File: config.mk
export PLATFORM = sky130hd
export DESIGN_NAME = vdsf_queue
export DESIGN_NICKNAME = d
export VERILOG_FILES = /design/src/vdsf_pkg.sv /design/src/vdsf_queue.sv
export VERILOG_INCLUDE_DIRS = /design/src /design/src/src
export SDC_FILE = /design/constraint.sdc
export NUM_CORES = 1
export LEC_CHECK = 0
export BUFFER_PORTS_ARGS = -buffer_cell sky130_fd_sc_hd__buf_2
export CORE_ASPECT_RATIO = 1.25
export CORE_MARGIN = 5
export CORE_UTILIZATION = 45
export CTS_CLUSTER_DIAMETER = 80
export DETAILED_ROUTE_END_ITERATION = 12
export PLACE_DENSITY = 0.7
export REMOVE_ABC_BUFFERS = 1
export SLEW_MARGIN = 20
export SYNTH_ARGS = -nofsm -noshare
export SYNTH_HDL_FRONTEND = slang
export SYNTH_SLANG_ARGS = --single-unit
File: constraint.sdc
create_clock -name aclk -period 22.5 [get_ports aclk]
set_input_delay 2.25 -clock aclk [delete_from_list [all_inputs] [get_ports aclk]]
set_output_delay 2.25 -clock aclk [all_outputs]
set_load 0.005 [all_outputs]
File: src/assert_macros.svh
// assertion helpers
`ifndef ASSERT_MACROS_SVH
`define ASSERT_MACROS_SVH

`define ASSERT_IMPL(label, clk, rstn, a, c, msg) \
    label: assert property (@(posedge clk) disable iff (!rstn) (a) |-> (c)) else $error(msg);

`define ASSERT_NEXT(label, clk, rstn, a, c, msg) \
    label: assert property (@(posedge clk) disable iff (!rstn) (a) |=> (c)) else $error(msg);

`endif

File: src/vdsf_pkg.sv
package vdsf_pkg;

    localparam int NORMAL_ENTRIES = 256;
    localparam int NORMAL_DEFINED = 162;
    localparam int QDEPTH = 2;

    typedef enum logic [2:0] {
        REG_SCALE_X  = 3'd0,
        REG_SCALE_Y  = 3'd1,
        REG_SCALE_Z  = 3'd2,
        REG_OFFSET_X = 3'd3,
        REG_OFFSET_Y = 3'd4,
        REG_OFFSET_Z = 3'd5,
        REG_SNAP     = 3'd6,
        REG_RECIP    = 3'd7
    } reg_idx_t;

    typedef struct packed {
        logic        run_start;
        logic        fan_mode;
        logic [16:0] tex_s;
        logic [16:0] tex_t;
        logic [7:0]  packed_x;
        logic [7:0]  packed_y;
        logic [7:0]  packed_z;
        logic [7:0]  normal_index;
    } in_item_t;

    typedef struct packed {
        logic [16:0]        out_s;
        logic [16:0]        out_t;
        logic signed [15:0] normal_x;
        logic signed [15:0] normal_y;
        logic signed [15:0] normal_z;
        logic signed [31:0] world_x;
        logic signed [31:0] world_y;
        logic signed [31:0] world_z;
        logic               tri_last;
    } out_item_t;

    // decoded vertex as held by the back end
    typedef struct packed {
        logic [16:0]        s;
        logic [16:0]        t;
        logic signed [15:0] nx;
        logic signed [15:0] ny;
        logic signed [15:0] nz;
        logic signed [31:0] wx;
        logic signed [31:0] wy;
        logic signed [31:0] wz;
    } vert_t;

    typedef struct packed {
        logic  first;
        logic  fan;
        vert_t v;
    } q_item_t;

    typedef struct packed {
        logic signed [23:0] scale_x;
        logic signed [23:0] scale_y;
        logic signed [23:0] scale_z;
        logic signed [31:0] offset_x;
        logic signed [31:0] offset_y;
        logic signed [31:0] offset_z;
        logic [6:0]         snap_step;
        logic [23:0]        unit_recip;
    } cfg_t;

    typedef enum logic [1:0] {
        FE_IDLE  = 2'd0,
        FE_SCALE = 2'd1,
        FE_RECIP = 2'd2,
        FE_PUSH  = 2'd3
    } fe_state_t;

    typedef enum logic [1:0] {
        BE_IDLE = 2'd0,
        BE_V0   = 2'd1,
        BE_V1   = 2'd2,
        BE_V2   = 2'd3
    } be_state_t;

    localparam logic [14:0] VA = 15'd2419;
    localparam logic [14:0] VB = 15'd2662;
    localparam logic [14:0] VC = 15'd3913;
    localparam logic [14:0] VD = 15'd4307;
    localparam logic [14:0] VE = 15'd4837;
    localparam logic [14:0] VF = 15'd5063;
    localparam logic [14:0] VG = 15'd6969;
    localparam logic [14:0] VH = 15'd7256;
    localparam logic [14:0] VI = 15'd8192;
    localparam logic [14:0] VJ = 15'd8614;
    localparam logic [14:0] VK = 15'd9630;
    localparam logic [14:0] VL = 15'd11169;
    localparam logic [14:0] VM = 15'd11275;
    localparam logic [14:0] VN = 15'd11740;
    localparam logic [14:0] VO = 15'd13255;
    localparam logic [14:0] VP = 15'd13937;
    localparam logic [14:0] VQ = 15'd14159;
    localparam logic [14:0] VR = 15'd15582;
    localparam logic [14:0] VS = 15'd15654;
    localparam logic [14:0] VU = 15'd16384;
    localparam logic [14:0] V0 = 15'd0;

    function automatic logic signed [15:0] p(input logic [14:0] m);
        p = signed'({1'b0, m});
    endfunction

    function automatic logic signed [15:0] n(input logic [14:0] m);
        n = -signed'({1'b0, m});
    endfunction

    // normal table, entries {x, y, z}
    function automatic logic [47:0] normal_lookup(input logic [7:0] idx);
        logic [47:0] r;
        r = '0;
        case (idx)
            8'd0: r = {n(VJ),p(V0),p(VP)};
            8'd1: r = {n(VH),p(VC),p(VQ)};
            8'd2: r = {n(VE),p(V0),p(VS)};
            8'd3: r = {n(VF),p(VI),p(VO)};
            8'd4: r = {n(VB),p(VD),p(VR)};
            8'd5: r = {p(V0),p(V0),p(VU)};
            8'd6: r = {p(V0),p(VP),p(VJ)};
            8'd7: r = {n(VA),p(VN),p(VL)};
            8'd8: r = {p(VA),p(VN),p(VL)};
            8'd9: r = {p(V0),p(VJ),p(VP)};
            8'd10: r = {p(VF),p(VI),p(VO)};
            8'd11: r = {p(VJ),p(V0),p(VP)};
            8'd12: r = {p(VE),p(V0),p(VS)};
            8'd13: r = {p(VH),p(VC),p(VQ)};
            8'd14: r = {p(VB),p(VD),p(VR)};
            8'd15: r = {n(VL),p(VA),p(VN)};
            8'd16: r = {n(VO),p(VF),p(VI)};
            8'd17: r = {n(VK),p(VG),p(VM)};
            8'd18: r = {n(VP),p(VJ),p(V0)};
            8'd19: r = {n(VQ),p(VH),p(VC)};
            8'd20: r = {n(VN),p(VL),p(VA)};
            8'd21: r = {n(VM),p(VK),p(VG)};
            8'd22: r = {n(VI),p(VO),p(VF)};
            8'd23: r = {n(VC),p(VQ),p(VH)};
            8'd24: r = {n(VG),p(VM),p(VK)};
            8'd25: r = {n(VN),p(VL),n(VA)};
            8'd26: r = {n(VI),p(VO),n(VF)};
            8'd27: r = {n(VJ),p(VP),p(V0)};
            8'd28: r = {p(V0),p(VP),n(VJ)};
            8'd29: r = {n(VC),p(VQ),n(VH)};
            8'd30: r = {p(V0),p(VS),n(VE)};
            8'd31: r = {n(VD),p(VR),n(VB)};
            8'd32: r = {p(V0),p(VU),p(V0)};
            8'd33: r = {p(V0),p(VS),p(VE)};
            8'd34: r = {n(VD),p(VR),p(VB)};
            8'd35: r = {p(VC),p(VQ),p(VH)};
            8'd36: r = {p(VD),p(VR),p(VB)};
            8'd37: r = {p(VI),p(VO),p(VF)};
            8'd38: r = {p(VC),p(VQ),n(VH)};
            8'd39: r = {p(VD),p(VR),n(VB)};
            8'd40: r = {p(VI),p(VO),n(VF)};
            8'd41: r = {p(VP),p(VJ),p(V0)};
            8'd42: r = {p(VN),p(VL),p(VA)};
            8'd43: r = {p(VN),p(VL),n(VA)};
            8'd44: r = {p(VJ),p(VP),p(V0)};
            8'd45: r = {p(VG),p(VM),p(VK)};
            8'd46: r = {p(VQ),p(VH),p(VC)};
            8'd47: r = {p(VM),p(VK),p(VG)};
            8'd48: r = {p(VO),p(VF),p(VI)};
            8'd49: r = {p(VL),p(VA),p(VN)};
            8'd50: r = {p(VK),p(VG),p(VM)};
            8'd51: r = {p(VS),p(VE),p(V0)};
            8'd52: r = {p(VU),p(V0),p(V0)};
            8'd53: r = {p(VR),p(VB),p(VD)};
            8'd54: r = {p(VP),n(VJ),p(V0)};
            8'd55: r = {p(VS),n(VE),p(V0)};
            8'd56: r = {p(VQ),n(VH),p(VC)};
            8'd57: r = {p(VR),n(VB),p(VD)};
            8'd58: r = {p(VO),n(VF),p(VI)};
            8'd59: r = {p(VL),n(VA),p(VN)};
            8'd60: r = {p(VP),p(V0),p(VJ)};
            8'd61: r = {p(VQ),p(VH),n(VC)};
            8'd62: r = {p(VO),p(VF),n(VI)};
            8'd63: r = {p(VR),p(VB),n(VD)};
            8'd64: r = {p(VJ),p(V0),n(VP)};
            8'd65: r = {p(VL),p(VA),n(VN)};
            8'd66: r = {p(VL),n(VA),n(VN)};
            8'd67: r = {p(VP),p(V0),n(VJ)};
            8'd68: r = {p(VO),n(VF),n(VI)};
            8'd69: r = {p(VQ),n(VH),n(VC)};
            8'd70: r = {p(VR),n(VB),n(VD)};
            8'd71: r = {p(VA),p(VN),n(VL)};
            8'd72: r = {p(VF),p(VI),n(VO)};
            8'd73: r = {p(VG),p(VM),n(VK)};
            8'd74: r = {p(VH),p(VC),n(VQ)};
            8'd75: r = {p(VK),p(VG),n(VM)};
            8'd76: r = {p(VM),p(VK),n(VG)};
            8'd77: r = {n(VA),p(VN),n(VL)};
            8'd78: r = {n(VF),p(VI),n(VO)};
            8'd79: r = {p(V0),p(VJ),n(VP)};
            8'd80: r = {n(VJ),p(V0),n(VP)};
            8'd81: r = {n(VH),p(VC),n(VQ)};
            8'd82: r = {n(VE),p(V0),n(VS)};
            8'd83: r = {n(VB),p(VD),n(VR)};
            8'd84: r = {p(V0),p(V0),n(VU)};
            8'd85: r = {p(VE),p(V0),n(VS)};
            8'd86: r = {p(VB),p(VD),n(VR)};
            8'd87: r = {n(VH),n(VC),n(VQ)};
            8'd88: r = {n(VF),n(VI),n(VO)};
            8'd89: r = {n(VB),n(VD),n(VR)};
            8'd90: r = {p(V0),n(VP),n(VJ)};
            8'd91: r = {n(VA),n(VN),n(VL)};
            8'd92: r = {p(VA),n(VN),n(VL)};
            8'd93: r = {p(V0),n(VJ),n(VP)};
            8'd94: r = {p(VF),n(VI),n(VO)};
            8'd95: r = {p(VH),n(VC),n(VQ)};
            8'd96: r = {p(VB),n(VD),n(VR)};
            8'd97: r = {p(VC),n(VQ),n(VH)};
            8'd98: r = {p(VI),n(VO),n(VF)};
            8'd99: r = {p(VG),n(VM),n(VK)};
            8'd100: r = {p(VN),n(VL),n(VA)};
            8'd101: r = {p(VM),n(VK),n(VG)};
            8'd102: r = {p(VK),n(VG),n(VM)};
            8'd103: r = {p(V0),n(VS),n(VE)};
            8'd104: r = {p(V0),n(VU),p(V0)};
            8'd105: r = {p(VD),n(VR),n(VB)};
            8'd106: r = {p(V0),n(VP),p(VJ)};
            8'd107: r = {p(V0),n(VS),p(VE)};
            8'd108: r = {p(VC),n(VQ),p(VH)};
            8'd109: r = {p(VD),n(VR),p(VB)};
            8'd110: r = {p(VI),n(VO),p(VF)};
            8'd111: r = {p(VN),n(VL),p(VA)};
            8'd112: r = {p(VJ),n(VP),p(V0)};
            8'd113: r = {n(VC),n(VQ),n(VH)};
            8'd114: r = {n(VI),n(VO),n(VF)};
            8'd115: r = {n(VD),n(VR),n(VB)};
            8'd116: r = {n(VP),n(VJ),p(V0)};
            8'd117: r = {n(VN),n(VL),n(VA)};
            8'd118: r = {n(VN),n(VL),p(VA)};
            8'd119: r = {n(VJ),n(VP),p(V0)};
            8'd120: r = {n(VI),n(VO),p(VF)};
            8'd121: r = {n(VC),n(VQ),p(VH)};
            8'd122: r = {n(VD),n(VR),p(VB)};
            8'd123: r = {n(VQ),n(VH),p(VC)};
            8'd124: r = {n(VO),n(VF),p(VI)};
            8'd125: r = {n(VM),n(VK),p(VG)};
            8'd126: r = {n(VL),n(VA),p(VN)};
            8'd127: r = {n(VH),n(VC),p(VQ)};
            8'd128: r = {n(VK),n(VG),p(VM)};
            8'd129: r = {n(VF),n(VI),p(VO)};
            8'd130: r = {n(VA),n(VN),p(VL)};
            8'd131: r = {n(VG),n(VM),p(VK)};
            8'd132: r = {n(VB),n(VD),p(VR)};
            8'd133: r = {p(VH),n(VC),p(VQ)};
            8'd134: r = {p(VB),n(VD),p(VR)};
            8'd135: r = {p(VF),n(VI),p(VO)};
            8'd136: r = {p(VA),n(VN),p(VL)};
            8'd137: r = {p(V0),n(VJ),p(VP)};
            8'd138: r = {p(VG),n(VM),p(VK)};
            8'd139: r = {p(VK),n(VG),p(VM)};
            8'd140: r = {p(VM),n(VK),p(VG)};
            8'd141: r = {n(VS),p(VE),p(V0)};
            8'd142: r = {n(VR),p(VB),p(VD)};
            8'd143: r = {n(VU),p(V0),p(V0)};
            8'd144: r = {n(VP),p(V0),p(VJ)};
            8'd145: r = {n(VS),n(VE),p(V0)};
            8'd146: r = {n(VR),n(VB),p(VD)};
            8'd147: r = {n(VQ),p(VH),n(VC)};
            8'd148: r = {n(VR),p(VB),n(VD)};
            8'd149: r = {n(VO),p(VF),n(VI)};
            8'd150: r = {n(VQ),n(VH),n(VC)};
            8'd151: r = {n(VR),n(VB),n(VD)};
            8'd152: r = {n(VO),n(VF),n(VI)};
            8'd153: r = {n(VL),p(VA),n(VN)};
            8'd154: r = {n(VL),n(VA),n(VN)};
            8'd155: r = {n(VP),p(V0),n(VJ)};
            8'd156: r = {n(VM),p(VK),n(VG)};
            8'd157: r = {n(VK),p(VG),n(VM)};
            8'd158: r = {n(VG),p(VM),n(VK)};
            8'd159: r = {n(VG),n(VM),n(VK)};
            8'd160: r = {n(VK),n(VG),n(VM)};
            8'd161: r = {n(VM),n(VK),n(VG)};
            default: r = '0;
        endcase
        normal_lookup = r;
    endfunction

endpackage

File: src/vdsf_queue.sv
`include "assert_macros.svh"

module vdsf_queue (
    input  logic              aclk,
    input  logic              aresetn,
    input  logic              push,
    input  vdsf_pkg::q_item_t push_item,
    output logic              full,
    input  logic              pop,
    output logic              not_empty,
    output vdsf_pkg::q_item_t head
);

    vdsf_pkg::q_item_t mem_reg [vdsf_pkg::QDEPTH];
    logic              wp_reg, rp_reg;
    logic [1:0]        cnt_reg;

    assign full = cnt_reg == 2'(vdsf_pkg::QDEPTH);
    assign not_empty = cnt_reg != 2'd0;
    assign head = mem_reg[rp_reg];

    always_ff @(posedge aclk) begin
        if (!aresetn) begin
            wp_reg <= 1'b0;
            rp_reg <= 1'b0;
            cnt_reg <= '0;
        end else begin
            if (push) wp_reg <= ~wp_reg;
            if (pop) rp_reg <= ~rp_reg;
            cnt_reg <= cnt_reg + 2'(push) - 2'(pop);
        end
    end

    always_ff @(posedge aclk) begin
        if (push) mem_reg[wp_reg] <= push_item;
    end

    `ASSERT_IMPL(a_no_overflow, aclk, aresetn, push, !full, "push into full queue")
    `ASSERT_IMPL(a_no_underflow, aclk, aresetn, pop, not_empty, "pop from empty queue")
    `ASSERT_IMPL(a_cnt_range, aclk, aresetn, 1'b1, cnt_reg <= 2'(vdsf_pkg::QDEPTH),
                 "queue count out of range")

endmodule

==> flow_summary.json <==
{
  "layout.cells.most_common_list": "sky130_fd_sc_hd__buf_2 (365), sky130_fd_sc_hd__edfxtp_1 (360), sky130_fd_sc_hd__mux2_4 (100)",
  "grt_pass1_wl_um": 39900,
  "crit_path_start_kind": "register",
  "post-layout-total-power_uw": 1480,
  "critical_path.reg2reg.startpoint": "wp_reg$_SDFFE_PN0P_",
  "synth-simple-area-share_pct": 0.414,
  "worst-path-max-fanout": 53,
  "layout_worst_path_cycle_share_pct": 22.6,
  "firstDrtPassIters": 4,
  "post_synth_inst_count": 581,
  "timing.critical_path.depth": 4,
  "post-route-util_pct": 56.3,
  "synth.yosys.seq_area_share_pct": 80.1,
  "clock_sink_count": 365,
  "filler_cells": 2395,
  "power_per_cell_area_nw_per_um2": 87.6,
  "swShare_pct": 21.0,
  "io_pins": 366,
  "cells_traversed_along_the_worst_timing_path": "buf_16 > buf_4 > mux2_2 > buf_2",
  "grt.total_usage_pct": 15.6,
  "max_cap_violations": 0,
  "place.port_buffers": 365,
  "detail_route.wl_per_cell_um": 19.7,
  "die-height_um": 204,
  "timing_worst_slew_pin_value_ns": 1.05,
  "tritoncts_clock_tree": "built",
  "clk_path_buf_depth": 3,
  "crit_path_end": "head[24]",
  "p_sw_uw": 311,
  "synthesis.yosys.warnings": 0,
  "first_iter_violations": 315,
  "post_cts.resized_instances": 0,
  "finalNetCount": 1158,
  "number_of_global_route_vias_before_repair": 7223,
  "start_util_pct": 45.3,
  "cp_data_arrival_time_ns": 2.84,
  "placed_cells": 1334,
  "worst-r2r-setup-slack_ns": 19.98,
  "reg2regPathDepth": 3,
  "p_int_uw": 1170,
  "synth_seq_cells": 365,
  "p_seq_share_pct": 53.8,
  "worst_hold_slack_after_final_layout_ns": 0.575,
  "timing.final.max_slew_violations": 0,
  "setup_violations": 0,
  "cts_max_level": 2,
  "ir_worst_vdd_mv": 0.0557,
  "cts_post_setup_buffers_inserted": 0,
  "fp-row-count": 71,
  "synthAdderAreaFrac_pct": 0.184,
  "criticalPathCategory": "register to primary output",
  "max_stage_delay_ns": 0.76,
  "floorplan.core_area_sq_um": 30000,
  "finalWirelength_um": 27600,
  "clk_pin_slew_worst_paths_ns": 0.06,
  "critical_path_buf_inv_count": 3,
  "pwr-share-clk_pct": 35.9,
  "max_clock_freq_mhz": 196,
  "root_buffer_cell": "sky130_fd_sc_hd__clkbuf_16",
  "hold_path.class": "register to register",
  "period_needed_ns": 5.09,
  "fin_tns_setup_ns": 0,
  "p_leak_uw": 0.00654,
  "viasPerCell": 4.83,
  "drc_errors": 0,
  "final_antenna_net_count": 0,
  "mostFrequentLayoutCell": "sky130_fd_sc_hd__buf_2",
  "clk_latency_ns": 0.50,
  "regToRegEndpoint": "mem_reg[0][105]$_DFFE_PP_",
  "muxShareOfSynthArea_pct": 17.6,
  "slew_headroom_pct": 30.3,
  "grt-ovfl-total": 0,
  "postSynthAreaPerCell_sq_um": 23.4,
  "hold_viol": 0,
  "timing.clock.skew_ns": 0.00729,
  "post_synth_instance_area_sq_um": 13600,
  "antenna_found_initial": 6,
  "critical_path_rt_ns": 20.25,
  "comb_power_share_pct": 10.3,
  "synth.distinct_cells": 14,
  "synth_top_family_by_area": "multiplexers",
  "end_kind": "primary output",
  "gpl.final_weighted_congestion": 0.787,
  "final_layout_size_suffix_gt1_share_pct": 60.1,
  "synth-compound-area-share_pct": 0.0551,
  "outcome": "finished clean",
  "pin_count_of_the_biggest_net_entering_global_routing": 76,
  "route.vias.total": 6788,
  "post_synth_xor_area_fraction_pct": 0.230,
  "cts_made_buffers": 36,
  "cp_top_family": "buffers and inverters",
  "hold_buffers": 0,
  "grt_setup_unrepaired": "no",
  "floorplan.die.width_um": 166,
  "largest_register_ff_count": 360,
  "floorplan.die_area_sq_um": 33900,
  "place_hpwl_um": 18800,
  "post_layout_nonfiller_instances": 1405,
  "area_growth_from_synthesis_to_layout_pct": 24.2,
  "slowest_stage": "sky130_fd_sc_hd__buf_4"
}
-- how the worst min path moves through the flow --
stage,from,endpoint,slack [ns],depth (start not counted)
2_1_floorplan,rp_reg$_SDFFE_PN0P_,register,0.55,2
3_3_place_gp,rp_reg$_SDFFE_PN0P_,register,0.56,2
3_5_place_dp,rp_reg$_SDFFE_PN0P_,register,0.57,2
4_1_cts,rp_reg$_SDFFE_PN0P_,register,0.58,2
5_1_grt,rp_reg$_SDFFE_PN0P_,register,0.60,2
6_report,rp_reg$_SDFFE_PN0P_,register,0.57,2
-- layer usage --
| metal | up-vias | track usage (%) | share of wire, % |
|---|---|---|---|
| li1 | 3110 | - | - |
| met1 | 3382 | 16.1 | 34 |
| met2 | 235 | 28.6 | 55 |
| met3 | 61 | 4.28 | 7.1 |
| met4 | 0 | 7.49 | 3.8 |
| met5 | - | 0 | 0 |
-- final cells by class --
type	instances	area [sq um]	share of cell area [%]
diodes	6	15.0	0.0888
clock buffers	47	963	5.70
clock inverters	17	75.1	0.444
inverters	2	7.51	0.0444
multi-input cells	194	2530	15.0
flip-flops and latches	365	10900	64.5
well taps	401	502	2.97
repair buffers	373	1910	11.3
-- per-stage QoR --
stage	cell area (sq um)	setup slack, ns
global placement	15800	17.64
finish	16900	17.41
global route	16900	17.27
CTS	16900	17.06
floorplan	13400	11.71
detailed placement	15800	17.61
-- Yosys cell counts (all sizes together) --
library cell / count / area (sq um)
and2: 4 / 25.0
buf: 20 / 175
dfxtp: 5 / 100
edfxtp: 360 / 10800
ha: 2 / 25.0
inv: 2 / 7.51
mux2: 180 / 2400
nor2b: 4 / 25.0
o21a: 1 / 7.51
or2: 1 / 6.26
xnor3: 1 / 22.5
xor2: 1 / 8.76
-- cells by family after synthesis --
| group | Yosys count |
|---|---|
| AOI/OAI and AO/OA | 1 |
| muxes | 180 |
| and+or+nand+nor | 9 |
| buffers and inverters | 22 |
| adders and majority gates | 2 |
| DFF | 365 |
| xor gates and xnor gates | 2 |
-- worst min-delay path, cell delays in order, from the launching register on --
cell,delay [ns]
sky130_fd_sc_hd__dfxtp_1,0.32
sky130_fd_sc_hd__xor2_1,0.07
sky130_fd_sc_hd__and2_1,0.15
-- power by group through the flow --
stage                     Combinational (uW)  Clock (uW)  Sequential [uW]
final                                    152         533              798
after CTS                                151         551              802
after floorplan                         91.4           0              826
after detailed placement                 151           0              816
after global routing                     164         579              800
after global placement                   148           0              814
No activity file was read; power rests on OpenSTA's default activity.
