**config.mk**
```make
export PLATFORM = sky130hd
export DESIGN_NAME = vdsf_back
export DESIGN_NICKNAME = d
export VERILOG_FILES = /design/src/vdsf_pkg.sv /design/src/vdsf_back.sv
export VERILOG_INCLUDE_DIRS = /design/src /design/src/src
export SDC_FILE = /design/constraint.sdc
export NUM_CORES = 1
export LEC_CHECK = 0
export BUFFER_PORTS_ARGS = -buffer_cell sky130_fd_sc_hd__buf_2
export CORE_UTILIZATION = 53
export DETAILED_ROUTE_END_ITERATION = 16
export GPL_TIMING_DRIVEN = 0
export PLACE_DENSITY_LB_ADDON = 0.12
export SYNTH_ARGS = -nofsm -noshare
export SYNTH_HDL_FRONTEND = slang
export SYNTH_SLANG_ARGS = --single-unit
```
**constraint.sdc**
```tcl
create_clock -name aclk -period 15 [get_ports aclk]
set_input_delay 0.75 -clock aclk [delete_from_list [all_inputs] [get_ports aclk]]
set_output_delay 0.75 -clock aclk [all_outputs]
set_load 0.05 [all_outputs]
```
**src/assert_macros.svh**
```systemverilog
// assertion helpers
`ifndef ASSERT_MACROS_SVH
`define ASSERT_MACROS_SVH

`define ASSERT_IMPL(label, clk, rstn, a, c, msg) \
    label: assert property (@(posedge clk) disable iff (!rstn) (a) |-> (c)) else $error(msg);

`define ASSERT_NEXT(label, clk, rstn, a, c, msg) \
    label: assert property (@(posedge clk) disable iff (!rstn) (a) |=> (c)) else $error(msg);

`endif

```
**src/vdsf_pkg.sv**
```systemverilog
package vdsf_pkg;

    localparam int NORMAL_ENTRIES = 256;
    localparam int NORMAL_DEFINED = 162;
    localparam int QDEPTH = 2;

    typedef enum logic [2:0] {
        REG_SCALE_X  = 3'd0,
        REG_SCALE_Y  = 3'd1,
        REG_SCALE_Z  = 3'd2,
        REG_OFFSET_X = 3'd3,
        REG_OFFSET_Y = 3'd4,
        REG_OFFSET_Z = 3'd5,
        REG_SNAP     = 3'd6,
        REG_RECIP    = 3'd7
    } reg_idx_t;

    typedef struct packed {
        logic        run_start;
        logic        fan_mode;
        logic [16:0] tex_s;
        logic [16:0] tex_t;
        logic [7:0]  packed_x;
        logic [7:0]  packed_y;
        logic [7:0]  packed_z;
        logic [7:0]  normal_index;
    } in_item_t;

    typedef struct packed {
        logic [16:0]        out_s;
        logic [16:0]        out_t;
        logic signed [15:0] normal_x;
        logic signed [15:0] normal_y;
        logic signed [15:0] normal_z;
        logic signed [31:0] world_x;
        logic signed [31:0] world_y;
        logic signed [31:0] world_z;
        logic               tri_last;
    } out_item_t;

    // decoded vertex as held by the back end
    typedef struct packed {
        logic [16:0]        s;
        logic [16:0]        t;
        logic signed [15:0] nx;
        logic signed [15:0] ny;
        logic signed [15:0] nz;
        logic signed [31:0] wx;
        logic signed [31:0] wy;
        logic signed [31:0] wz;
    } vert_t;

    typedef struct packed {
        logic  first;
        logic  fan;
        vert_t v;
    } q_item_t;

    typedef struct packed {
        logic signed [23:0] scale_x;
        logic signed [23:0] scale_y;
        logic signed [23:0] scale_z;
        logic signed [31:0] offset_x;
        logic signed [31:0] offset_y;
        logic signed [31:0] offset_z;
        logic [6:0]         snap_step;
        logic [23:0]        unit_recip;
    } cfg_t;

    typedef enum logic [1:0] {
        FE_IDLE  = 2'd0,
        FE_SCALE = 2'd1,
        FE_RECIP = 2'd2,
        FE_PUSH  = 2'd3
    } fe_state_t;

    typedef enum logic [1:0] {
        BE_IDLE = 2'd0,
        BE_V0   = 2'd1,
        BE_V1   = 2'd2,
        BE_V2   = 2'd3
    } be_state_t;

    localparam logic [14:0] VA = 15'd2419;
    localparam logic [14:0] VB = 15'd2662;
    localparam logic [14:0] VC = 15'd3913;
    localparam logic [14:0] VD = 15'd4307;
    localparam logic [14:0] VE = 15'd4837;
    localparam logic [14:0] VF = 15'd5063;
    localparam logic [14:0] VG = 15'd6969;
    localparam logic [14:0] VH = 15'd7256;
    localparam logic [14:0] VI = 15'd8192;
    localparam logic [14:0] VJ = 15'd8614;
    localparam logic [14:0] VK = 15'd9630;
    localparam logic [14:0] VL = 15'd11169;
    localparam logic [14:0] VM = 15'd11275;
    localparam logic [14:0] VN = 15'd11740;
    localparam logic [14:0] VO = 15'd13255;
    localparam logic [14:0] VP = 15'd13937;
    localparam logic [14:0] VQ = 15'd14159;
    localparam logic [14:0] VR = 15'd15582;
    localparam logic [14:0] VS = 15'd15654;
    localparam logic [14:0] VU = 15'd16384;
    localparam logic [14:0] V0 = 15'd0;

    function automatic logic signed [15:0] p(input logic [14:0] m);
        p = signed'({1'b0, m});
    endfunction

    function automatic logic signed [15:0] n(input logic [14:0] m);
        n = -signed'({1'b0, m});
    endfunction

    // normal table, entries {x, y, z}
    function automatic logic [47:0] normal_lookup(input logic [7:0] idx);
        logic [47:0] r;
        r = '0;
        case (idx)
            8'd0: r = {n(VJ),p(V0),p(VP)};
            8'd1: r = {n(VH),p(VC),p(VQ)};
            8'd2: r = {n(VE),p(V0),p(VS)};
            8'd3: r = {n(VF),p(VI),p(VO)};
            8'd4: r = {n(VB),p(VD),p(VR)};
            8'd5: r = {p(V0),p(V0),p(VU)};
            8'd6: r = {p(V0),p(VP),p(VJ)};
            8'd7: r = {n(VA),p(VN),p(VL)};
            8'd8: r = {p(VA),p(VN),p(VL)};
            8'd9: r = {p(V0),p(VJ),p(VP)};
            8'd10: r = {p(VF),p(VI),p(VO)};
            8'd11: r = {p(VJ),p(V0),p(VP)};
            8'd12: r = {p(VE),p(V0),p(VS)};
            8'd13: r = {p(VH),p(VC),p(VQ)};
            8'd14: r = {p(VB),p(VD),p(VR)};
            8'd15: r = {n(VL),p(VA),p(VN)};
            8'd16: r = {n(VO),p(VF),p(VI)};
            8'd17: r = {n(VK),p(VG),p(VM)};
            8'd18: r = {n(VP),p(VJ),p(V0)};
            8'd19: r = {n(VQ),p(VH),p(VC)};
            8'd20: r = {n(VN),p(VL),p(VA)};
            8'd21: r = {n(VM),p(VK),p(VG)};
            8'd22: r = {n(VI),p(VO),p(VF)};
            8'd23: r = {n(VC),p(VQ),p(VH)};
            8'd24: r = {n(VG),p(VM),p(VK)};
            8'd25: r = {n(VN),p(VL),n(VA)};
            8'd26: r = {n(VI),p(VO),n(VF)};
            8'd27: r = {n(VJ),p(VP),p(V0)};
            8'd28: r = {p(V0),p(VP),n(VJ)};
            8'd29: r = {n(VC),p(VQ),n(VH)};
            8'd30: r = {p(V0),p(VS),n(VE)};
            8'd31: r = {n(VD),p(VR),n(VB)};
            8'd32: r = {p(V0),p(VU),p(V0)};
            8'd33: r = {p(V0),p(VS),p(VE)};
            8'd34: r = {n(VD),p(VR),p(VB)};
            8'd35: r = {p(VC),p(VQ),p(VH)};
            8'd36: r = {p(VD),p(VR),p(VB)};
            8'd37: r = {p(VI),p(VO),p(VF)};
            8'd38: r = {p(VC),p(VQ),n(VH)};
            8'd39: r = {p(VD),p(VR),n(VB)};
            8'd40: r = {p(VI),p(VO),n(VF)};
            8'd41: r = {p(VP),p(VJ),p(V0)};
            8'd42: r = {p(VN),p(VL),p(VA)};
            8'd43: r = {p(VN),p(VL),n(VA)};
            8'd44: r = {p(VJ),p(VP),p(V0)};
            8'd45: r = {p(VG),p(VM),p(VK)};
            8'd46: r = {p(VQ),p(VH),p(VC)};
            8'd47: r = {p(VM),p(VK),p(VG)};
            8'd48: r = {p(VO),p(VF),p(VI)};
            8'd49: r = {p(VL),p(VA),p(VN)};
            8'd50: r = {p(VK),p(VG),p(VM)};
            8'd51: r = {p(VS),p(VE),p(V0)};
            8'd52: r = {p(VU),p(V0),p(V0)};
            8'd53: r = {p(VR),p(VB),p(VD)};
            8'd54: r = {p(VP),n(VJ),p(V0)};
            8'd55: r = {p(VS),n(VE),p(V0)};
            8'd56: r = {p(VQ),n(VH),p(VC)};
            8'd57: r = {p(VR),n(VB),p(VD)};
            8'd58: r = {p(VO),n(VF),p(VI)};
            8'd59: r = {p(VL),n(VA),p(VN)};
            8'd60: r = {p(VP),p(V0),p(VJ)};
            8'd61: r = {p(VQ),p(VH),n(VC)};
            8'd62: r = {p(VO),p(VF),n(VI)};
            8'd63: r = {p(VR),p(VB),n(VD)};
            8'd64: r = {p(VJ),p(V0),n(VP)};
            8'd65: r = {p(VL),p(VA),n(VN)};
            8'd66: r = {p(VL),n(VA),n(VN)};
            8'd67: r = {p(VP),p(V0),n(VJ)};
            8'd68: r = {p(VO),n(VF),n(VI)};
            8'd69: r = {p(VQ),n(VH),n(VC)};
            8'd70: r = {p(VR),n(VB),n(VD)};
            8'd71: r = {p(VA),p(VN),n(VL)};
            8'd72: r = {p(VF),p(VI),n(VO)};
            8'd73: r = {p(VG),p(VM),n(VK)};
            8'd74: r = {p(VH),p(VC),n(VQ)};
            8'd75: r = {p(VK),p(VG),n(VM)};
            8'd76: r = {p(VM),p(VK),n(VG)};
            8'd77: r = {n(VA),p(VN),n(VL)};
            8'd78: r = {n(VF),p(VI),n(VO)};
            8'd79: r = {p(V0),p(VJ),n(VP)};
            8'd80: r = {n(VJ),p(V0),n(VP)};
            8'd81: r = {n(VH),p(VC),n(VQ)};
            8'd82: r = {n(VE),p(V0),n(VS)};
            8'd83: r = {n(VB),p(VD),n(VR)};
            8'd84: r = {p(V0),p(V0),n(VU)};
            8'd85: r = {p(VE),p(V0),n(VS)};
            8'd86: r = {p(VB),p(VD),n(VR)};
            8'd87: r = {n(VH),n(VC),n(VQ)};
            8'd88: r = {n(VF),n(VI),n(VO)};
            8'd89: r = {n(VB),n(VD),n(VR)};
            8'd90: r = {p(V0),n(VP),n(VJ)};
            8'd91: r = {n(VA),n(VN),n(VL)};
            8'd92: r = {p(VA),n(VN),n(VL)};
            8'd93: r = {p(V0),n(VJ),n(VP)};
            8'd94: r = {p(VF),n(VI),n(VO)};
            8'd95: r = {p(VH),n(VC),n(VQ)};
            8'd96: r = {p(VB),n(VD),n(VR)};
            8'd97: r = {p(VC),n(VQ),n(VH)};
            8'd98: r = {p(VI),n(VO),n(VF)};
            8'd99: r = {p(VG),n(VM),n(VK)};
            8'd100: r = {p(VN),n(VL),n(VA)};
            8'd101: r = {p(VM),n(VK),n(VG)};
            8'd102: r = {p(VK),n(VG),n(VM)};
            8'd103: r = {p(V0),n(VS),n(VE)};
            8'd104: r = {p(V0),n(VU),p(V0)};
            8'd105: r = {p(VD),n(VR),n(VB)};
            8'd106: r = {p(V0),n(VP),p(VJ)};
            8'd107: r = {p(V0),n(VS),p(VE)};
            8'd108: r = {p(VC),n(VQ),p(VH)};
            8'd109: r = {p(VD),n(VR),p(VB)};
            8'd110: r = {p(VI),n(VO),p(VF)};
            8'd111: r = {p(VN),n(VL),p(VA)};
            8'd112: r = {p(VJ),n(VP),p(V0)};
            8'd113: r = {n(VC),n(VQ),n(VH)};
            8'd114: r = {n(VI),n(VO),n(VF)};
            8'd115: r = {n(VD),n(VR),n(VB)};
            8'd116: r = {n(VP),n(VJ),p(V0)};
            8'd117: r = {n(VN),n(VL),n(VA)};
            8'd118: r = {n(VN),n(VL),p(VA)};
            8'd119: r = {n(VJ),n(VP),p(V0)};
            8'd120: r = {n(VI),n(VO),p(VF)};
            8'd121: r = {n(VC),n(VQ),p(VH)};
            8'd122: r = {n(VD),n(VR),p(VB)};
            8'd123: r = {n(VQ),n(VH),p(VC)};
            8'd124: r = {n(VO),n(VF),p(VI)};
            8'd125: r = {n(VM),n(VK),p(VG)};
            8'd126: r = {n(VL),n(VA),p(VN)};
            8'd127: r = {n(VH),n(VC),p(VQ)};
            8'd128: r = {n(VK),n(VG),p(VM)};
            8'd129: r = {n(VF),n(VI),p(VO)};
            8'd130: r = {n(VA),n(VN),p(VL)};
            8'd131: r = {n(VG),n(VM),p(VK)};
            8'd132: r = {n(VB),n(VD),p(VR)};
            8'd133: r = {p(VH),n(VC),p(VQ)};
            8'd134: r = {p(VB),n(VD),p(VR)};
            8'd135: r = {p(VF),n(VI),p(VO)};
            8'd136: r = {p(VA),n(VN),p(VL)};
            8'd137: r = {p(V0),n(VJ),p(VP)};
            8'd138: r = {p(VG),n(VM),p(VK)};
            8'd139: r = {p(VK),n(VG),p(VM)};
            8'd140: r = {p(VM),n(VK),p(VG)};
            8'd141: r = {n(VS),p(VE),p(V0)};
            8'd142: r = {n(VR),p(VB),p(VD)};
            8'd143: r = {n(VU),p(V0),p(V0)};
            8'd144: r = {n(VP),p(V0),p(VJ)};
            8'd145: r = {n(VS),n(VE),p(V0)};
            8'd146: r = {n(VR),n(VB),p(VD)};
            8'd147: r = {n(VQ),p(VH),n(VC)};
            8'd148: r = {n(VR),p(VB),n(VD)};
            8'd149: r = {n(VO),p(VF),n(VI)};
            8'd150: r = {n(VQ),n(VH),n(VC)};
            8'd151: r = {n(VR),n(VB),n(VD)};
            8'd152: r = {n(VO),n(VF),n(VI)};
            8'd153: r = {n(VL),p(VA),n(VN)};
            8'd154: r = {n(VL),n(VA),n(VN)};
            8'd155: r = {n(VP),p(V0),n(VJ)};
            8'd156: r = {n(VM),p(VK),n(VG)};
            8'd157: r = {n(VK),p(VG),n(VM)};
            8'd158: r = {n(VG),p(VM),n(VK)};
            8'd159: r = {n(VG),n(VM),n(VK)};
            8'd160: r = {n(VK),n(VG),n(VM)};
            8'd161: r = {n(VM),n(VK),n(VG)};
            default: r = '0;
        endcase
        normal_lookup = r;
    endfunction

endpackage

```
**src/vdsf_back.sv**
```systemverilog
`include "assert_macros.svh"

module vdsf_back (
    input  logic                aclk,
    input  logic                aresetn,
    input  logic                q_not_empty,
    input  vdsf_pkg::q_item_t   q_head,
    output logic                pop,
    output logic                m_valid,
    input  logic                m_ready,
    output vdsf_pkg::out_item_t m_item
);

    vdsf_pkg::be_state_t state_reg, state_next;
    vdsf_pkg::vert_t     slot_reg [3];
    logic [1:0]          fill_reg, fill_next;
    logic                par_reg, par_next;
    logic                fan_reg, fan_next;
    vdsf_pkg::vert_t     cur;
    logic [1:0]          fill_eff;
    logic [1:0]          sel;

    always_comb begin
        fill_eff = q_head.first ? 2'd0 : fill_reg;
        sel = 2'd0;
        case (state_reg)
            vdsf_pkg::BE_V1: sel = (!fan_reg && par_reg) ? 2'd2 : 2'd1;
            vdsf_pkg::BE_V2: sel = (!fan_reg && par_reg) ? 2'd1 : 2'd2;
            default: sel = 2'd0;
        endcase
        cur = slot_reg[sel];
        m_item.out_s = cur.s;
        m_item.out_t = cur.t;
        m_item.normal_x = cur.nx;
        m_item.normal_y = cur.ny;
        m_item.normal_z = cur.nz;
        m_item.world_x = cur.wx;
        m_item.world_y = cur.wy;
        m_item.world_z = cur.wz;
        m_item.tri_last = state_reg == vdsf_pkg::BE_V2;
    end

    always_comb begin
        state_next = state_reg;
        fill_next = fill_reg;
        par_next = par_reg;
        fan_next = fan_reg;
        pop = 1'b0;
        m_valid = 1'b0;
        case (state_reg)
            vdsf_pkg::BE_IDLE: begin
                if (q_not_empty) begin
                    pop = 1'b1;
                    if (q_head.first) begin
                        par_next = 1'b0;
                        fan_next = q_head.fan;
                    end
                    if (fill_eff < 2'd2) fill_next = fill_eff + 2'd1;
                    else begin
                        fill_next = 2'd2;
                        state_next = vdsf_pkg::BE_V0;
                    end
                end
            end
            vdsf_pkg::BE_V0: begin
                m_valid = 1'b1;
                if (m_ready) state_next = vdsf_pkg::BE_V1;
            end
            vdsf_pkg::BE_V1: begin
                m_valid = 1'b1;
                if (m_ready) state_next = vdsf_pkg::BE_V2;
            end
            vdsf_pkg::BE_V2: begin
                m_valid = 1'b1;
                if (m_ready) begin
                    state_next = vdsf_pkg::BE_IDLE;
                    if (!fan_reg) par_next = ~par_reg;
                end
            end
            default: state_next = vdsf_pkg::BE_IDLE;
        endcase
    end

    always_ff @(posedge aclk) begin
        if (!aresetn) begin
            state_reg <= vdsf_pkg::BE_IDLE;
            fill_reg <= '0;
            par_reg <= 1'b0;
            fan_reg <= 1'b0;
        end else begin
            state_reg <= state_next;
            fill_reg <= fill_next;
            par_reg <= par_next;
            fan_reg <= fan_next;
        end
    end

    always_ff @(posedge aclk) begin
        if (pop) slot_reg[fill_eff] <= q_head.v;
        if (state_reg == vdsf_pkg::BE_V2 && m_ready) begin
            if (!fan_reg) slot_reg[0] <= slot_reg[1];
            slot_reg[1] <= slot_reg[2];
        end
    end

    `ASSERT_NEXT(a_hold, aclk, aresetn, m_valid && !m_ready, m_valid, "result dropped")
    `ASSERT_IMPL(a_pop_idle, aclk, aresetn, pop, state_reg == vdsf_pkg::BE_IDLE,
                 "pop while emitting")
    `ASSERT_NEXT(a_last_ret, aclk, aresetn, m_valid && m_ready && m_item.tri_last,
                 state_reg == vdsf_pkg::BE_IDLE, "no return after triangle")

endmodule

```
==> impl_metrics.csv <==
group,metric,value,unit
finish,area_delta_synth_final,18.20,%
placed_design,hpwl,53880,um
clocking,cts_resized,0,
logic_synthesis,synth_xor_xnor_area_share,0,%
logic_synthesis,synthArstFlopShare,0,%
sta,finalHoldViolCount,0,
hold_path,worstHoldPathType,"in -> reg",
clocking,clkSlewWorstSetupHoldPaths,0.06,ns
logic_synthesis,yosys_register_bits,718,
sta,whs,0.3516,ns
finish,layout_commonest_cell,"edfxtp_1",
sta,tns,0,ns
floorplan,die_w,244.8,um
logic_synthesis,yosysWarnings,0,
logic_synthesis,syn_nets,2306,
logic_synthesis,synthFlopType,"edfxtp_1",
worst_setup_path,cp_data_required_time,14.25,ns
hold_path,worstHoldPathCells,1,
sta,timing.final.crit_share,31.77,%
worst_setup_path,cp_max_fo,10,
floorplan,io_pins,365,
clocking,postCtsSetupBuffers,0,
clocking,cts_made_buffers,75,
logic_synthesis,yosysUniqueCellTypes,41,
power,switching_share,32.36,%
floorplan,die_area,59930,um^2
power,p_comb_share,23.7,%
clocking,clock_sink_count,718,
placed_design,portBuffers,364,
clocking,clockBufferDepth,3,
grt,grt_pass1_vias,20437,
clocking,hold_buffers,0,
detailed_routing,drc,0,
power,power.share.clock,31.8,%
sta,final_max_slew_viol_count,0,
grt,antenna_found_initial,27,
logic_synthesis,synth_compound_area_share,8.340,%
placed_design,gp_congestion,0.8167,
worst_setup_path,reg2regPathDepth,11,
sta,fin_crit,4.766,ns
logic_synthesis,yosysSeqAreaShare,68.80,%
worst_setup_path,path_cells,"inv_1, ha_1, buf_2, nand2_1, clkbuf_1, clkbuf_1, o22ai_1, a31oi_1, buf_2",
finish,final_cell_mix,"edfxtp_1 (712), buf_2 (422), nand2_1 (345)",
finish,final_nets,2774,
sta,relSlewSlack,32.58,%
worst_setup_path,worstPathBufferInverterCount,5,
worst_setup_path,cpLargestDelayFamily,"buffers and inverters",
finish,final_core_utilization,63.66,%
power,vdd_drop_max,0.09401,mV
grt,grt_max_degree,57,
power,p_sw,1790,uW
detailed_routing,drt-initial-drc-count,1466,
worst_setup_path,cp-start-kind,"register",
clocking,clk_latency,0.61,ns
logic_synthesis,synthCells,2115,
finish,largest_reg_flops,712,
power,power_density,149.8,nW/um^2
power,p_int,3742,uW
sta,clock_skew,0.01468,ns
finish,drive_gt1_share,35.53,%
detailed_routing,routed_wl,83590,um
worst_setup_path,critPathMaxStageDelay,0.80,ns
outcome,status,"finished, final reports clean",
sta,max_slew.worst_pin.slew,1.011,ns
logic_synthesis,synth_top_family_by_area,"multiplexers",
clocking,root_buffer,"clkbuf_16",
floorplan,core_area,58030,um^2
job,maxCapViolations,0,
worst_setup_path,crit_arrival,4.02,ns
worst_setup_path,critical_path.slowest_cell,"clkbuf_1",
detailed_routing,vias,20469,
floorplan,floorplan.initialDensity,53.85,%
finish,stdcell_area,36940,um^2
logic_synthesis,yosys.area_share.simple,5.906,%
worst_setup_path,criticalPathCategory,"reg -> out",
worst_setup_path,cp.depth,9,
placed_design,place_area,34630,um^2
grt,grt_pass1_wl,124300,um
clocking,cts_max_level,3,
logic_synthesis,synthMuxAreaShare,14.06,%
logic_synthesis,synthAdderAreaFrac,0.2803,%
floorplan,die_h,244.8,um
floorplan,core.rowCount,88,
detailed_routing,drtAntennaViolNets,0,
sta,final-setup-viol-count,0,
sta,grt_setup_unrepaired,"false",
logic_synthesis,avgSynthCellArea,14.77,um^2
sta,fmax,0.2098,GHz
logic_synthesis,syn-cell-area,31250,um^2
worst_setup_path,regToRegSetupSlack,11.31,ns
clocking,cts_tree,"yes",
logic_synthesis,synth_edf_count,712,
worst_setup_path,crit_path_end_kind,"output pin",
power,sequentialPowerShare,44.6,%
detailed_routing,first_pass_iters,7,
detailed_routing,routedWlPerCell,24.46,um
grt,overflow,0,
detailed_routing,avgViaCountPerCell,5.990,
power,p_leak,0.01352,uW
grt,grt_use_total,27.51,%
==> through the flow <==
| step | total power [uW] | cells | setup slack (ns) |
|---|---|---|---|
| final | 5532 | 3417 | 10.23 |
| after global routing | 5716 | 3412 | 10.03 |
| after CTS | 5567 | 3402 | 10.17 |
| after detailed placement | 3818 | 3271 | 10.83 |
| after global placement | 3847 | 3244 | -1.077 |
| after floorplan | 3440 | 2115 | 5.323 |
==> synthesized netlist by cell type, drive strengths merged (3+ instances only) <==
| library cell | instances | area (um^2) |
|---|---|---|
| edfxtp | 712 | 21380 |
| mux2 | 356 | 4350 |
| nand2 | 347 | 1305 |
| inv | 6 | 22.52 |
| mux2i | 3 | 42.54 |
| dfxtp | 6 | 120.1 |
| o21ai | 22 | 110.1 |
| buf | 98 | 605.6 |
| nor2 | 83 | 311.6 |
| o211ai | 19 | 142.6 |
| and3 | 21 | 131.4 |
| nor3 | 3 | 15.01 |
| a21oi | 27 | 142.6 |
| clkbuf | 50 | 187.7 |
| ha | 7 | 87.58 |
| o22ai | 159 | 994.7 |
| a31oi | 157 | 982.2 |
| o22a | 20 | 175.2 |
==> power groups by stage <==
stage                     registers (uW)  clock network [uW]  logic [uW]
after floorplan                     2540                   0         902
after global placement              2590                   0        1250
after detailed placement            2510                   0        1310
after CTS                           2470                1790        1310
after global routing                2480                1860        1370
final                               2470                1760        1310
==> cell type report <==
class / count / area, um^2
Timing Repair Buffer: 391 / 2392
Antenna cell: 15 / 37.54
Multi-Input combinational cell: 1243 / 8966
Sequential cell: 718 / 21500
Clock inverter: 39 / 284.0
Clock buffer: 92 / 1983
Inverter: 6 / 22.52
Tap cell: 765 / 957.2
Fill cell: 4390 / 21090
Buffer: 148 / 793.3
==> layer usage <==
metal	vias to the layer above	GRT usage, %	part of all wire (%)
li1	9171	-	-
met4	26	9.724	2.5
met5	-	0	0.22
met1	10367	36.47	40
met3	140	7.675	9.1
met2	765	43.51	48
==> cell families after synthesis <==
logic type                 count (synthesis)
DFF                                      718
muxes                                    359
buffers and inverters                    154
and+or+nand+nor                          466
AOI/OAI and AO/OA                        411
adders and majority gates                  7
==> path summary, 6_finish.rpt <==
kind,end,from
worst min register to register,par_reg,par_reg
worst max register to register,slot_reg[1][109],state_reg[1]
worst max-delay path,m_item[55],state_reg[0]
worst min-delay path,slot_reg[3][47],q_head[47]
No activity file was read; power rests on OpenSTA's default activity.
